--- src/rtl/assert_macros.svh ---
// Assertion macros for the deframer modules.
`ifndef ASSERT_MACROS_SVH
`define ASSERT_MACROS_SVH

// Same-cycle implication, sampled on i_clk and ignored while i_rst_n is low.
`define ASSERT_IMPLIES(label, ante, cons) \
    label: assert property (@(posedge i_clk) disable iff (!i_rst_n) (ante) |-> (cons)) \
        else $error("assertion failed");

// Next-cycle implication, sampled on i_clk and ignored while i_rst_n is low.
`define ASSERT_NEXT(label, ante, cons) \
    label: assert property (@(posedge i_clk) disable iff (!i_rst_n) (ante) |=> (cons)) \
        else $error("assertion failed");

`endif

--- src/rtl/lpd_pkg.sv ---
// Types and constants shared by the length-prefixed deframer modules.
package lpd_pkg;

    localparam int unsigned BYTE_W    = 8;
    localparam int unsigned LEN_W     = 16;
    localparam int unsigned APB_DW    = 32;
    localparam int unsigned APB_AW    = 3;
    localparam logic [LEN_W-1:0] MAX_LENGTH_RST = 16'd255;

    // Register index as decoded from paddr[2].
    localparam logic REG_MAX_LENGTH = 1'b0;

    // Input kinds.
    localparam logic KIND_BYTE   = 1'b0;
    localparam logic KIND_RESYNC = 1'b1;

    // Framing phase.
    typedef enum logic [1:0] {
        HDR_IDLE    = 2'd0,
        HDR_LOW     = 2'd1,
        HDR_PAYLOAD = 2'd2
    } t_hdr_state;

    typedef struct packed {
        logic [LEN_W-1:0]  message_length;
        logic              aborted;
        logic              last_byte;
        logic [BYTE_W-1:0] payload_byte;
    } t_result;

endpackage

--- src/rtl/lpd_cfg.sv ---
// APB configuration register holding the maximum accepted payload length.
module lpd_cfg (
    input  logic                         i_clk,
    input  logic                         i_rst_n,
    input  logic                         psel,
    input  logic                         penable,
    input  logic                         pwrite,
    input  logic [lpd_pkg::APB_AW-1:0]   paddr,
    input  logic [lpd_pkg::APB_DW-1:0]   pwdata,
    output logic [lpd_pkg::APB_DW-1:0]   prdata,
    output logic                         pready,
    output logic [lpd_pkg::LEN_W-1:0]    o_max_length
);
    import lpd_pkg::*;

    logic [LEN_W-1:0] r_max_length;
    logic             wr_en;

    assign pready = 1'b1;
    assign wr_en  = psel && penable && pwrite && (paddr[2] == REG_MAX_LENGTH);

    always_ff @(posedge i_clk) begin
        if (!i_rst_n) begin
            r_max_length <= MAX_LENGTH_RST;
        end else if (wr_en) begin
            r_max_length <= pwdata[LEN_W-1:0];
        end
    end

    always_comb begin
        prdata = '0;
        if (paddr[2] == REG_MAX_LENGTH) begin
            prdata = {{(APB_DW-LEN_W){1'b0}}, r_max_length};
        end
    end

    assign o_max_length = r_max_length;

endmodule

--- src/rtl/lpd_core.sv ---
// Input register and framing state: header parse, discard count and payload pass-through.
module lpd_core (
    input  logic                        i_clk,
    input  logic                        i_rst_n,
    input  logic [lpd_pkg::LEN_W-1:0]   i_max_length,
    input  logic                        i_in_valid,
    output logic                        o_in_ready,
    input  logic                        i_kind,
    input  logic [lpd_pkg::BYTE_W-1:0]  i_data_byte,
    input  logic                        i_res_ready,
    output logic                        o_res_valid,
    output lpd_pkg::t_result            o_res
);
    import lpd_pkg::*;

    logic              r_in_valid;
    logic              r_kind;
    logic [BYTE_W-1:0] r_byte;

    t_hdr_state        r_hdr,      n_hdr;
    logic [BYTE_W-1:0] r_low,      n_low;
    logic [LEN_W-1:0]  r_exp_len,  n_exp_len;
    logic [LEN_W-1:0]  r_rcv_cnt,  n_rcv_cnt;
    logic [LEN_W-1:0]  r_discard,  n_discard;

    logic              advance;
    logic [LEN_W-1:0]  hdr_len;
    logic [LEN_W:0]    rcv_next;
    logic              is_last;

    // The item in the input register moves on whenever the result stage can take it.
    assign advance    = r_in_valid && i_res_ready;
    assign o_in_ready = !r_in_valid || i_res_ready;

    assign hdr_len  = {r_byte, r_low};
    assign rcv_next = {1'b0, r_rcv_cnt} + {{LEN_W{1'b0}}, 1'b1};
    assign is_last  = rcv_next >= {1'b0, r_exp_len};

    always_ff @(posedge i_clk) begin
        if (!i_rst_n) begin
            r_in_valid <= 1'b0;
        end else if (o_in_ready) begin
            r_in_valid <= i_in_valid;
        end
    end

    always_ff @(posedge i_clk) begin
        if (o_in_ready && i_in_valid) begin
            r_kind <= i_kind;
            r_byte <= i_data_byte;
        end
    end

    // Next framing state.
    always_comb begin
        n_hdr     = r_hdr;
        n_low     = r_low;
        n_exp_len = r_exp_len;
        n_rcv_cnt = r_rcv_cnt;
        n_discard = r_discard;
        if (r_kind == KIND_RESYNC) begin
            n_hdr     = HDR_IDLE;
            n_low     = '0;
            n_exp_len = '0;
            n_rcv_cnt = '0;
            n_discard = '0;
        end else if (r_discard != '0) begin
            n_discard = r_discard - 1'b1;
        end else begin
            unique case (r_hdr)
                HDR_IDLE: begin
                    n_low = r_byte;
                    n_hdr = HDR_LOW;
                end
                HDR_LOW: begin
                    n_hdr = HDR_IDLE;
                    if (hdr_len == '0) begin
                        n_hdr = HDR_IDLE;
                    end else if (hdr_len > i_max_length) begin
                        n_discard = hdr_len;
                    end else begin
                        n_exp_len = hdr_len;
                        n_rcv_cnt = '0;
                        n_hdr     = HDR_PAYLOAD;
                    end
                end
                HDR_PAYLOAD: begin
                    n_rcv_cnt = rcv_next[LEN_W-1:0];
                    if (is_last) begin
                        n_hdr     = HDR_IDLE;
                        n_exp_len = '0;
                        n_rcv_cnt = '0;
                    end
                end
                default: begin
                    n_hdr = HDR_IDLE;
                end
            endcase
        end
    end

    // Result for the current item.
    always_comb begin
        o_res_valid          = 1'b0;
        o_res.payload_byte   = r_byte;
        o_res.last_byte      = is_last;
        o_res.aborted        = 1'b0;
        o_res.message_length = r_exp_len;
        if (r_kind == KIND_RESYNC) begin
            // A resync only reports when part of a message has already gone out.
            o_res_valid        = advance && (r_hdr == HDR_PAYLOAD) && (r_rcv_cnt != '0);
            o_res.payload_byte = '0;
            o_res.last_byte    = 1'b0;
            o_res.aborted      = 1'b1;
        end else if (r_discard == '0 && r_hdr == HDR_PAYLOAD) begin
            o_res_valid = advance;
        end
    end

    always_ff @(posedge i_clk) begin
        if (!i_rst_n) begin
            r_hdr     <= HDR_IDLE;
            r_low     <= '0;
            r_exp_len <= '0;
            r_rcv_cnt <= '0;
            r_discard <= '0;
        end else if (advance) begin
            r_hdr     <= n_hdr;
            r_low     <= n_low;
            r_exp_len <= n_exp_len;
            r_rcv_cnt <= n_rcv_cnt;
            r_discard <= n_discard;
        end
    end

`include "assert_macros.svh"

    `ASSERT_IMPLIES(a_abort_in_payload, o_res_valid && o_res.aborted, r_hdr == HDR_PAYLOAD)
    `ASSERT_IMPLIES(a_discard_not_payload, r_discard != '0, r_hdr == HDR_IDLE)
    `ASSERT_NEXT(a_last_ends_message, o_res_valid && o_res.last_byte, r_hdr == HDR_IDLE && r_rcv_cnt == '0)

endmodule

--- src/rtl/lpd_out.sv ---
// Result register feeding the master-side stream.
module lpd_out (
    input  logic              i_clk,
    input  logic              i_rst_n,
    input  logic              i_res_valid,
    input  lpd_pkg::t_result  i_res,
    output logic              o_res_ready,
    output logic              o_valid,
    input  logic              i_ready,
    output lpd_pkg::t_result  o_res
);
    import lpd_pkg::*;

    logic    r_valid;
    t_result r_res;

    // The register can be loaded when empty or when its transaction completes now.
    assign o_res_ready = !r_valid || i_ready;

    always_ff @(posedge i_clk) begin
        if (!i_rst_n) begin
            r_valid <= 1'b0;
        end else if (o_res_ready) begin
            r_valid <= i_res_valid;
        end
    end

    always_ff @(posedge i_clk) begin
        if (o_res_ready && i_res_valid) begin
            r_res <= i_res;
        end
    end

    assign o_valid = r_valid;
    assign o_res   = r_res;

endmodule

--- src/rtl/length_prefixed_deframer.sv ---
// A byte accepted into the input register moves on to the result register, which drives its result.
// Throughput: one input transaction per cycle, sustained while the output side keeps up;
// the input register and the result register each hold one item, so a stall on the
// output backs up through both stages before the input side stops.
// Reset (synchronous, active low) clears all framing state and restores max_length to 255.
module length_prefixed_deframer (
    input  logic        i_clk,
    input  logic        i_rst_n,

    // Configuration port. Register 0 (byte address 0) is max_length.
    input  logic        psel,
    input  logic        penable,
    input  logic        pwrite,
    input  logic [2:0]  paddr,
    input  logic [31:0] pwdata,
    output logic [31:0] prdata,
    output logic        pready,

    // Input stream.
    input  logic        s_axis_tvalid,
    output logic        s_axis_tready,
    input  logic [7:0]  s_axis_tdata,   // [7:0] data_byte
    input  logic        s_axis_tuser,   // [0] kind (0 = stream byte, 1 = resync)

    // Output stream.
    output logic        m_axis_tvalid,
    input  logic        m_axis_tready,
    output logic [23:0] m_axis_tdata,   // [7:0] payload_byte, [23:8] message_length
    output logic        m_axis_tlast,   // last_byte
    output logic        m_axis_tuser    // [0] aborted
);
    import lpd_pkg::*;

    logic [LEN_W-1:0] max_length;
    logic             res_valid;
    logic             res_ready;
    t_result          core_res;
    t_result          out_res;

    // The user must write the register block only while the stream is idle (not enforced
    // here), so the framing logic reads max_length directly without any synchronization.
    lpd_cfg u_cfg (
        .i_clk        (i_clk),
        .i_rst_n      (i_rst_n),
        .psel         (psel),
        .penable      (penable),
        .pwrite       (pwrite),
        .paddr        (paddr),
        .pwdata       (pwdata),
        .prdata       (prdata),
        .pready       (pready),
        .o_max_length (max_length)
    );

    // The core registers each input transaction, then from the registered byte
    // parses headers, counts off refused payloads, and forms at most one result.
    lpd_core u_core (
        .i_clk        (i_clk),
        .i_rst_n      (i_rst_n),
        .i_max_length (max_length),
        .i_in_valid   (s_axis_tvalid),
        .o_in_ready   (s_axis_tready),
        .i_kind       (s_axis_tuser),
        .i_data_byte  (s_axis_tdata),
        .i_res_ready  (res_ready),
        .o_res_valid  (res_valid),
        .o_res        (core_res)
    );

    // The result register decouples the two sides so that a finished byte can
    // wait for the sink while the next input transaction is already taken.
    lpd_out u_out (
        .i_clk       (i_clk),
        .i_rst_n     (i_rst_n),
        .i_res_valid (res_valid),
        .i_res       (core_res),
        .o_res_ready (res_ready),
        .o_valid     (m_axis_tvalid),
        .i_ready     (m_axis_tready),
        .o_res       (out_res)
    );

    assign m_axis_tdata = {out_res.message_length, out_res.payload_byte};
    assign m_axis_tlast = out_res.last_byte;
    assign m_axis_tuser = out_res.aborted;

endmodule
--- config.mk ---
export PLATFORM = sky130hd
export DESIGN_NAME = length_prefixed_deframer
export DESIGN_NICKNAME = d
export VERILOG_FILES = /design/src/rtl/lpd_pkg.sv /design/src/rtl/lpd_cfg.sv /design/src/rtl/lpd_core.sv /design/src/rtl/lpd_out.sv /design/src/rtl/length_prefixed_deframer.sv
export VERILOG_INCLUDE_DIRS = /design/src /design/src/rtl
export SDC_FILE = /design/constraint.sdc
export NUM_CORES = 1
export LEC_CHECK = 0
export BUFFER_PORTS_ARGS = -buffer_cell sky130_fd_sc_hd__buf_2
export CAP_MARGIN = 10
export CORE_MARGIN = 2
export CORE_UTILIZATION = 40
export DETAILED_ROUTE_END_ITERATION = 16
export SYNTH_ARGS = -nofsm -noshare
export SYNTH_HDL_FRONTEND = slang
export SYNTH_HIERARCHICAL = 1
export SYNTH_SLANG_ARGS = --single-unit
--- constraint.sdc ---
create_clock -name i_clk -period 4.3 [get_ports i_clk]
set_clock_uncertainty 0.05 [all_clocks]
set_input_delay 0.215 -clock i_clk [delete_from_list [all_inputs] [get_ports i_clk]]
set_output_delay 0.215 -clock i_clk [all_outputs]
set_load 0.005 [all_outputs]
# Word level (Yosys, flattened, before mapping)
# Index checks and enable logic that the tools add are counted.
[word_totals]
ff_bits = 111
input_bits = 51
out_inout_bits = 61
wordCells = 83
[classes]
n_addsub = 2
magnitude_cmp = 2
n_eq_ne = 7
n_mux = 30
n_bitwise = 1
n_reduce_logical = 27
[op_table]
columns = ["operator", "n"]
rows = [
  ["$mux 16", 16],
  ["$pmux 16 s2", 2],
  ["$logic_not 16->1", 2],
  ["$reduce_bool 16->1", 2],
  ["$mux 8", 3],
  ["$add 16x1->17 const B", 1],
  ["$ge 17x16->1", 1],
  ["$gt 16x16->1", 1],
  ["$sub 16x1->16 const B", 1],
  ["$mux 10", 1],
  ["$mux 2", 5],
  ["$logic_and 1x1->1", 9],
  ["$reduce_bool 3->1", 3],
  ["$ne 3x1->1 const B", 2],
  ["$ne 3x2->1 const B", 2],
  ["$pmux 2 s3", 1],
  ["$reduce_and 3->1", 2],
  ["$reduce_and 6->1", 1],
  ["$reduce_and 5->1", 1],
  ["$reduce_and 4->1", 1],
  ["$eq 2x1->1 const B", 1],
  ["$eq 2x2->1 const B", 1],
  ["$logic_not 1->1", 2],
  ["$logic_not 2->1", 1],
  ["other kinds (5)", 7],
]

# Depth between registers and ports, before layout
# Gate-level depths: netlist of the first run.
[logic_depth]
depth_word = 7
mapped_depth = 15
mapped_depth_nobuf = 13

# Cells and area by module
# The synthesis of the first run kept the hierarchy.
[by_module_without_submodules]
columns = ["mod", "n_inst", "cells_per_inst", "area_per_inst_um2", "seq_area_each_um2"]
rows = [
  ["lpd_core", 1, 532, 4383.0, 1451.4],
  ["lpd_cfg", 1, 106, 947.2, 320.3],
  ["lpd_out", 1, 31, 838.3, 800.8],
]

# Least setup slack after synthesis of the first run
# OpenSTA, ideal clock, no wires.
[synth_path]
path_type = "flip-flop to flip-flop"
from = "reg u_core.r_rcv_cnt[2]"
to = "reg u_core.r_rcv_cnt[10]"
setup_time_ns = 0.128
arrival_ns = 3.129
t_required_ns = 4.122
setup_slack_ns = 0.993
stages_incl_launch_ff = 15
path_buffers = 1
period_less_slack_ns = 3.307
path_cell_list = "dfxtp_1 > nand3_1 > nor4_1 > and2_1 > nand3_1 > xnor2_1 > ha_1 > nand3_1 > nor3_1 > o311ai_0 > nand4_2 > buf_2 > nor2_1 > o211ai_1 > o21ai_0"
[synth_via]
elab_chain_len = 6
[synth_lines]
columns = ["element", "line", "rtl"]
rows = [
  ["start, declared", "lpd_core.sv:23", "logic [LEN_W-1:0] r_rcv_cnt, n_rcv_cnt;"],
  ["start signal, assigned", "lpd_core.sv:131", "r_rcv_cnt <= n_rcv_cnt;"],
  ["$add 16x1->17 *", "lpd_core.sv:36", "assign rcv_next = {1'b0, r_rcv_cnt} + {{LEN_W{1'b0}}, 1'b1};"],
  ["$ge 17x16->1", "lpd_core.sv:37", "assign is_last = rcv_next >= {1'b0, r_exp_len};"],
  ["$mux 16 *", "lpd_core.sv:89", "if (is_last) begin"],
  ["$pmux 16 s2 *", "lpd_core.sv:70", "unique case (r_hdr)"],
  ["$mux 16 *", "lpd_core.sv:67", "end else if (r_discard != '0) begin"],
  ["$mux 16 *", "lpd_core.sv:61", "if (r_kind == KIND_RESYNC) begin"],
]
# Mark *: on every way between the ends. The rest lies on a longest branch, timed or not. The select of a mux whose other input is x is not followed.
# A chain may end at the register's enable or synchronous reset.

# Worst setup path in the final report of the first run
[layout_path]
from = "reg u_core.r_rcv_cnt[0]"
to = "reg u_core.r_rcv_cnt[1]"
# The elaborated chain is that of the path after synthesis.

==> results of run 1 <==
==> cells in the final DEF (no fill, tap or decap), types with 7 or more instances in the layout <==
cell,synthesis,routed
nor3_1,11,11
dfxtp_1,76,76
inv_1,48,48
nor2b_1,43,43
clkbuf_16,0,9
a21oi_1,35,35
dlygate4sd3_1,0,9
o31ai_1,7,7
nand2_1,71,71
nand3_1,19,18
o211ai_1,18,18
mux2i_1,33,33
edfxtp_1,35,35
xnor2_1,10,10
nor4_1,10,10
o32ai_1,8,8
nor2_1,38,38
nand4_1,8,8
o21ai_0,25,25
nand2b_1,7,7
buf_2,5,76
ha_1,36,36
conb_1,2,17
==> cells by family (layout without fill, tap and decap cells) <==
logic type	count (synthesis)	count (layout)
AND/OR/NAND/NOR	245	245
AO/OA/AOI/OAI	130	130
flip-flops	111	111
buffers and inverters	97	155
adder cells (fa/ha/maj)	36	36
multiplexers	33	33
XOR/XNOR	15	15
other	2	17
==> cell type report <==
type	instances	area share
flip-flops and latches	111	0.370
repair buffers	91	0.0741
inverters	48	0.0259
clock inverters	7	0.00791
well taps	188	0.0338
multi-input cells	476	0.456
clock buffers	9	0.0324
==> metal layers <==
metal | part of all wire | routed length (um)
met5 | 0 | 0
met1 | 0.44 | 6710
met3 | 0.053 | 793
met4 | 0.028 | 427
met2 | 0.47 | 7170
==> power by group through the flow <==
stage / sequential (uW) / combinational, uW / clock (uW)
5_1_grt: 1290 / 1580 / 876
3_5_place_dp: 1300 / 1370 / 0
3_3_place_gp: 1290 / 1340 / 0
4_1_cts: 1270 / 1390 / 840
6_report: 1280 / 1420 / 815
2_1_floorplan: 1260 / 1160 / 0
==> what timing repair did <==
action / 4_1_cts / 5_1_grt
endpoints found under the setup margin: 0 / 1
endpoints found under the hold margin: 9 / 0
hold buffers: 9 / 0
gates resized for setup: 0 / 1
==> worst min path at each step <==
stage / startpoint / to / slack [ns] / depth (start not counted)
floorplan: s_axis_tdata[0] / u_core/r_byte[0] / 0.26 / 0
global placement: s_axis_tuser / u_core/r_kind / 0.34 / 1
finish: s_axis_tvalid / u_core/r_in_valid / 0.04 / 3
CTS: s_axis_tvalid / u_core/r_in_valid / 0.03 / 3
detailed placement: s_axis_tuser / u_core/r_kind / 0.34 / 1
global route: pwdata[13] / u_cfg/o_max_length[13] / 0.04 / 3
==> stage by stage <==
step | setup slack, ns | cells
floorplan | 0.993 | 684
global placement | 0.615 | 905
detailed placement | 0.515 | 905
CTS | 0.492 | 930
global route | 0.0578 | 930
finish | 0.515 | 930
==> state kept, by name, summed over array words and instances (netlist names) <==
name                cells
u_core/r_rcv_cnt       16
u_core/r_byte           8
u_core/r_exp_len       16
u_core/r_kind           1
u_cfg/o_max_length     16
u_core/r_low            8
u_core/r_hdr            2
u_out/o_valid           1
u_out/o_res            26
u_core/r_in_valid       1
u_core/r_discard       16
==> worst max-delay path: cells and delay by family, from the launching register on <==
kind                     cells  cell delay [ns]
AO/OA/AOI/OAI                3             0.49
adder cells (fa/ha/maj)      2             0.54
buffers and inverters        1             0.24
flip-flops                   1             0.42
XOR/XNOR                     1             0.23
AND/OR/NAND/NOR              6             1.71
==> metrics.yaml, run 1 <==
p_clk_frac: 0.232
htreeDepth: 3
async_flop_share: 0
place_congestion: 0.844
synth_fa_ha_area_frac: 0.0730
die_height_um: 128
worst_pin_slew_ns: 1.05
comb_power_share: 0.404
grt_start_max_net_pins: 52
critPathMaxStageDelay_ns: 0.52
cp-start-kind: "register"
cp-end-kind: "register"
path_max_fanout: 8
seq_power_share: 0.364
start_util: 0.407
synth.most_common_cell: "dfxtp_1"
critPathSlowestCell: "nor4_4"
antenna_found_initial: 0
pwr_density_cell_mw_per_mm2: 504
die_w_um: 128
hold_viol: 0
ant_nets: 0
synth_flop_cell: "dfxtp_1"
rr_startpoint: "u_core/r_rcv_cnt[0]"
n_fill_cell: 1460
grt_util_all_layers: 0.188
synth_seq_cells: 111
drc: 0
ios: 112
avgSynthCellArea_um2: 9.22
overflow: 0
use_met3: 0.0580
cts_made_buffers: 9
dp_hpwl_um: 10900
post-route-min-period_ns: 3.79
busiest_layer: "met2"
firstDrtPassIters: 5
slew_violations: 0
cap_violations: 0
hold_class: "in -> reg"
clk_pin_slew_worst_paths_ns: 0.08
multi_input_area_mm2: 0.00318
use_met1: 0.233
die_area_mm2: 0.0164
ys_types: 63
synth_mux_area_frac: 0.0535
p_sw_uw: 1430
clk_latency_ns: 0.36
num_antenna_cells: 0
slew_headroom: 0.299
synthTopCellsByCount: "dfxtp_1 (76), nand2_1 (71), inv_1 (48)"
arrival_ns: 4.01
vias: 5067
cts_num_sinks: 111
worstPathCellList: "ha_1, nand3_1, nor4_4, nand4_1, xnor2_1, ha_1, a21o_1, a21o_1, nor3_1, nand4_2, buf_4, or3_1, a21oi_1"
drive_gt1_frac: 0.159
synth-simple-area-share: 0.215
fin_util: 0.460
routed_wl_um: 15100
cts_setup_buffers: 0
yosys.area_share.xor_xnor: 0.0213
routedWlPerCell_um: 16.2
synth_edf_count: 35
cts_tree: "built"
fmax_mhz: 264
status: "completed"
worstPathRequired_ns: 4.53
grt_pass1_vias: 4784
final_area_mm2: 0.00696
ff_latch_area_mm2: 0.00257
synth_area_mm2: 0.00617
worst-r2r-cell-count: 13
cts_buffer_depth: 2
netlist.area_leader.share: 0.247
switching_share: 0.408
crit-reg2reg-capture: "u_core/r_rcv_cnt[1]"
yosys_warnings: 6
synth-compound-area-share: 0.141
hold_slack_ns: 0.0410
ir_drop_uv: 502
critPathCapture: "u_core/r_rcv_cnt[1]"
synthToLayoutAreaGrowth_pct: 12.8
grt_pass1_wl_um: 24100
reg2reg_setup_slack_ns: 0.51
clockRootBuffer: "clkbuf_16"
place_area_mm2: 0.00659
drt_iter0_drc: 292
tns_ns: 0
setup_viol: 0
synth_top_area_cell: "dfxtp_1"
worstSetupStartpoint: "u_core/r_rcv_cnt[0]"
rows: 45
nets: 824
synth_top_family_by_area: "simple AND/OR/NAND/NOR gates"
met2_usage: 0.308
yosysSeqAreaShare: 0.417
intPower_uw: 2080
rsz0062_at_grt: "false"
crit_type: "reg -> reg"
yosys-top-cells-area: "dfxtp_1 (25%), edfxtp_1 (17%), ha_1 (7.3%)"
period_share: 0.880
vias_per_cell: 5.45
port-buffer-count: 76
synthCells: 669
core-area_mm2: 0.0151
p_leak_uw: 0.00281
finalPower_uw: 3510
Note: power is estimated with default switching activity, not from simulation.
==> inputs of run 2 (changes only) <==
Settings changed: CORE_ASPECT_RATIO from default to 1.4, GPL_ROUTABILITY_DRIVEN from default to 0.
==> run 2 against run 1 <==
  * Global-route usage grew 1.1 points
  * Final cell count is 0.75% higher
  * Critical path depth decreased by 1
  * Sequential power about the same
  * Non-clock buffer count increased by 3
  * Critical path type unchanged
  * Largest cell class unchanged
  * Highest routed layer unchanged
==> metrics.yaml, run 2 (same netlist as run 1, synthesis figures left out) <==
grt_util_all_layers: 0.199  # was 0.188
arrival_ns: 4.04  # was 4.01 ns
pwr_density_cell_mw_per_mm2: 522  # was 504 mW/mm2
fmax_mhz: 261  # was 264 MHz
ios: 112  # unchanged
use_met1: 0.235  # was 0.233
cts_num_sinks: 111  # unchanged
core-area_mm2: 0.0151  # about the same
cap_violations: 0  # unchanged
cts_made_buffers: 9  # unchanged
rsz0062_at_grt: "false"  # unchanged
start_util: 0.410  # was 0.407
crit_type: "reg -> reg"  # unchanged
slew_headroom: 0.357  # was 0.299
dp_slack_ns: 0.460  # was 0.515 ns
hold_class: "in -> reg"  # unchanged
tns_ns: 0  # unchanged
die_area_mm2: 0.0164  # about the same
cts_buffer_depth: 2  # unchanged
worst_pin_slew_ns: 0.964  # was 1.05 ns
post-route-min-period_ns: 3.83  # was 3.79 ns
die_w_um: 109  # was 128 um
met2_usage: 0.343  # was 0.308
die_height_um: 151  # was 128 um
ant_nets: 0  # unchanged
ctsHoldBuffers: 9  # unchanged
clk_latency_ns: 0.36  # about the same
drt_iter0_drc: 274  # was 292
place_area_mm2: 0.00661  # was 0.00659 mm2
htreeDepth: 3  # unchanged
cts_resized: 0  # unchanged
status: "completed"  # unchanged
synthToLayoutAreaGrowth_pct: 13.8  # was 12.8%
routedWlPerCell_um: 16.8  # was 16.2 um
clockRootBuffer: "clkbuf_16"  # unchanged
cts_setup_buffers: 0  # unchanged
grt_pass1_vias: 4947  # was 4784
p_leak_uw: 0.00285  # was 0.00281 uW
vias_per_cell: 5.41  # was 5.45
hold_slack_ns: 0.0412  # was 0.0410 ns
final_area_mm2: 0.00702  # was 0.00696 mm2
path_max_fanout: 12  # was 8
overflow: 0  # unchanged
dp_hpwl_um: 11500  # was 10900 um
busiest_layer: "met2"  # unchanged
hold_viol: 0  # unchanged
rows: 53  # was 45
port-buffer-count: 76  # unchanged
slew_violations: 0  # unchanged
cts_tree: "built"  # unchanged
firstDrtPassIters: 6  # was 5
largest_reg_flops: 26  # unchanged
routed_wl_um: 15800  # was 15100 um
cp-end-kind: "register"  # unchanged
drc: 0  # unchanged
grt_start_max_net_pins: 55  # was 52
final_cell_mix: "buf_2 (76), dfxtp_1 (76), nand2_1 (71)"  # unchanged
antenna_found_initial: 0  # unchanged
cp-start-kind: "register"  # unchanged
vias: 5073  # was 5067
period_share: 0.890  # was 0.880
use_met3: 0.0271  # was 0.0580
nets: 827  # was 824
setup_viol: 0  # unchanged
place_inst: 912  # was 905
grt_pass1_wl_um: 25300  # was 24100 um
drive_gt1_frac: 0.164  # was 0.159
setup_ws_ns: 0.474  # was 0.515 ns
clk_pin_slew_worst_paths_ns: 0.08  # about the same
fin_cells: 937  # was 930
worstPathRequired_ns: 4.51  # was 4.53 ns
ir_drop_uv: 376  # was 502 uV
num_antenna_cells: 0  # unchanged
run 2: cell types whose count changed in the layout (fill, tap and decap cells not counted):
cell        delta
buf_4          +3
clkinv_1       -2
clkinv_4       -1
clkinv_8       +2
clkinvlp_4     -1
inv_12         +1
inv_6          +1
nand3_1        +1
nand3_2        -1
run 2: per-layer routing:
metal / routed length, um / vias up
met5: 0 / -
met4: 717 / 0
met3: 653 / 44
met2: 7920 / 168
met1: 6460 / 2376
li1: - / 2485
run 2: report_power, final:
part / internal, uW / switching, uW / leakage (uW) / total (uW)
combinational: 562 / 949 / 0.00177 / 1510
sequential: 1170 / 110 / 0.000929 / 1280
clock: 424 / 447 / 0.000153 / 872
run 2: path summary, 6_finish.rpt:
| kind | from | cells past startpoint | to | slack, ns |
|---|---|---|---|---|
| setup / recovery | u_core/r_rcv_cnt[2] | 12 | u_core/r_rcv_cnt[11] | 0.47 |
| hold / removal | s_axis_tvalid | 3 | u_core/r_in_valid | 0.04 |
| setup reg to reg | u_core/r_rcv_cnt[2] | 12 | u_core/r_rcv_cnt[11] | 0.47 |
| hold reg to reg | u_core/r_exp_len[8] | 0 | u_out/o_res[18] | 0.41 |
run 2: area by class of cell:
type                    instances  area, um2
clock inverters                 7       88.8
fillers                      1445       8040
multi-input cells             476       3170
inverters                      48        180
flip-flops and latches        111       2570
clock buffers                   9        225
well taps                     192        240
repair buffers                 94        538
run 2: through the flow:
step / utilization / power, uW
floorplan: - / 2410
global placement: 0.439 / 2710
detailed placement: 0.439 / 2750
CTS: 0.466 / 3640
global route: 0.466 / 3860
finish: 0.466 / 3660
run 2: worst max-delay path: stages (launching register included):
cell and delay, ns:
dfxtp_1 0.43, nand3_1 0.27, nor4_1 0.47, and2_1 0.31
nand3_1 0.19, xnor2_1 0.25, ha_1 0.27, nand3_1 0.10
nor3_1 0.08, o311ai_0 0.16, and4b_1 0.36, nand3_1 0.42
o31ai_1 0.37
==> inputs of run 3 (changes only) <==
Settings changed: ABC_AREA from default to 1.
==> run 3 against run 2 <==
  * Flip-flop and latch count did not move
  * Clock-buffer cell count rose by 1
  * Final area rose by 8.5%
  * Die area rose by 9.6%
  * Critical path depth rose by 6
  * Sequential share of layout area fell by 2.9 points
  * Via count rose by 14%
  * Register-to-register slack improved by 0.55 ns
==> metrics.yaml, run 3 <==
status: "completed"  # unchanged
slew_violations: 0  # unchanged
clk_latency_ns: 0.36  # about the same
hold_class: "in -> reg"  # unchanged
cts_made_buffers: 9  # unchanged
firstDrtPassIters: 4  # was 6
yosys-top-cells-area: "dfxtp_1 (22%), edfxtp_1 (15%), nand2_1 (9.3%)"  # was dfxtp_1 (25%), edfxtp_1 (17%), ha_1 (7.3%)
fmax_mhz: 306  # was 261 MHz
clk_pin_slew_worst_paths_ns: 0.07  # was 0.08 ns
worstSetupStartpoint: "u_core/r_rcv_cnt[0]"  # was u_core/r_rcv_cnt[2]
arrival_ns: 3.46  # was 4.04 ns
synth_edf_count: 35  # unchanged
synthCells: 919  # was 669
rsz0062_at_grt: "false"  # unchanged
fin_util: 0.456  # was 0.466
clockRootBuffer: "clkbuf_16"  # unchanged
period_share: 0.761  # was 0.890
synth_area_mm2: 0.00678  # was 0.00617 mm2
routed_wl_um: 16400  # was 15800 um
vias_per_cell: 4.84  # was 5.41
avgSynthCellArea_um2: 7.38  # was 9.22 um2
busiest_layer: "met2"  # unchanged
layout_commonest_cell: "nand2_1"
rr_startpoint: "u_core/r_rcv_cnt[0]"  # was u_core/r_rcv_cnt[2]
cap_violations: 0  # unchanged
place_inst: 1170  # was 912
cp-end-kind: "register"  # unchanged
hold_start: "pwdata[7]"  # was s_axis_tvalid
ys_types: 47  # was 63
setup_viol: 0  # unchanged
vias: 5784  # was 5073
fin_cells: 1195  # was 937
synth_top_area_cell: "dfxtp_1"  # unchanged
synth_flop_cell: "dfxtp_1"  # unchanged
ant_nets: 0  # unchanged
cts_buffer_depth: 2  # unchanged
crit_type: "reg -> reg"  # unchanged
slew_headroom: 0.344  # was 0.357
pwr_density_cell_mw_per_mm2: 328  # was 522 mW/mm2
netlist.area_leader.share: 0.224  # was 0.247
overflow: 0  # unchanged
synthToLayoutAreaGrowth_pct: 12.3  # was 13.8%
routedWlPerCell_um: 13.7  # was 16.8 um
htreeDepth: 3  # unchanged
nets: 1074  # was 827
drive_gt1_frac: 0.178  # was 0.164
hold_slack_ns: 0.0197  # was 0.0412 ns
start_util: 0.407  # was 0.410
drc: 0  # unchanged
grt_pass1_vias: 5458  # was 4947
p_leak_uw: 0.00355  # was 0.00285 uW
met2_usage: 0.351  # was 0.343
cp-start-kind: "register"  # unchanged
rows: 56  # was 53
use_met3: 0.0345  # was 0.0271
synthTopCellsByCount: "nand2_1 (168), nor2_1 (135), inv_1 (130)"  # was dfxtp_1 (76), nand2_1 (71), inv_1 (48)
core-area_mm2: 0.0167  # was 0.0151 mm2
grt_pass1_wl_um: 26300  # was 25300 um
final_cell_mix: "nand2_1 (168), nor2_1 (135), inv_1 (130)"  # was buf_2 (76), dfxtp_1 (76), nand2_1 (71)
die_w_um: 114  # was 109 um
worstPathRequired_ns: 4.49  # was 4.51 ns
ir_drop_uv: 195  # was 376 uV
dp_hpwl_um: 12300  # was 11500 um
num_antenna_cells: 0  # unchanged
hold_viol: 0  # unchanged
cts_setup_buffers: 0  # unchanged
path_max_fanout: 24  # was 12
grt_start_max_net_pins: 53  # was 55
use_met1: 0.212  # was 0.235
synth_seq_cells: 111  # unchanged
worst_pin_slew_ns: 0.984  # was 0.964 ns
cts_tree: "built"  # unchanged
antenna_found_initial: 0  # unchanged
grt_util_all_layers: 0.187  # was 0.199
port-buffer-count: 76  # unchanged
tns_ns: 0  # unchanged
yosys_warnings: 6  # unchanged
cts_num_sinks: 111  # unchanged
drt_iter0_drc: 254  # was 274
largest_reg_flops: 26  # unchanged
die_height_um: 158  # was 151 um
yosysSeqAreaShare: 0.379  # was 0.417
async_flop_share: 0  # unchanged
dp_slack_ns: 1.07  # was 0.460 ns
ios: 112  # unchanged
setup_ws_ns: 1.03  # was 0.474 ns
post-route-min-period_ns: 3.27  # was 3.83 ns
synth.most_common_cell: "nand2_1"  # was dfxtp_1
die_area_mm2: 0.0180  # was 0.0164 mm2
run 3: cells by family after synthesis:
logic type / share of synthesized area
AND/OR/NAND/NOR: 0.313
buffers and inverters: 0.123
flip-flops: 0.379
AO/OA/AOI/OAI: 0.0950
adder cells (fa/ha/maj): 0.0664
XOR/XNOR: 0.0220
other: 0.00111
run 3: power by group:
group	internal [uW]	switching [uW]
clock network	510	385
logic	151	289
registers	1120	41.2
run 3: cell type report:
cell class | instances | area (um2)
fill | 1751 | 9060
inverter | 142 | 537
sequential | 111 | 2570
clock inverter | 6 | 85.1
timing repair buffer | 89 | 500
clock buffer | 10 | 229
multi-input combinational | 634 | 3430
tap | 203 | 254
run 3: per-stage QoR:
| step | power (uW) | cell area (um2) |
|---|---|---|
| after CTS | 2520 | 7610 |
| after detailed placement | 1620 | 7210 |
| after floorplan | 1520 | 6840 |
| after global routing | 2630 | 7610 |
| after global placement | 1610 | 7210 |
| final | 2500 | 7610 |
run 3: repair_timing:
action                    4_1_cts  5_1_grt
resized for setup               0        0
hold buffers                    9        0
hold endpoints to repair        9        0
run 3: layer usage:
metal | wire length (um) | vias to the layer above | part of all wire
li1 | - | 3032 | -
met1 | 7080 | 2625 | 0.43
met2 | 8440 | 101 | 0.52
met3 | 508 | 26 | 0.031
met4 | 332 | 0 | 0.020
met5 | 0 | - | 0
run 3: path summary, 6_finish.rpt:
kind	end	slack (ns)	cells past startpoint
setup / recovery	u_core/r_exp_len[0]	1.03	18
hold / removal	u_cfg/o_max_length[7]	0.02	3
setup reg to reg	u_core/r_exp_len[0]	1.03	18
hold reg to reg	u_out/o_res[15]	0.38	0
run 3: critical path: stages, from the launching register on:
cell and delay, ns:
dfxtp_1 0.41, inv_1 0.10, nor2_2 0.26, nand3_1 0.19, nor2_1 0.19, xor2_1 0.25, ha_1 0.27, nand2_1 0.08
inv_1 0.04, nand2_1 0.07, nor2_1 0.04, nand2_1 0.05, nand3_1 0.10, nor2_4 0.34, nand3_2 0.19, nand4_4 0.30
nand2_1 0.08, nand2_1 0.07, nor2_1 0.06
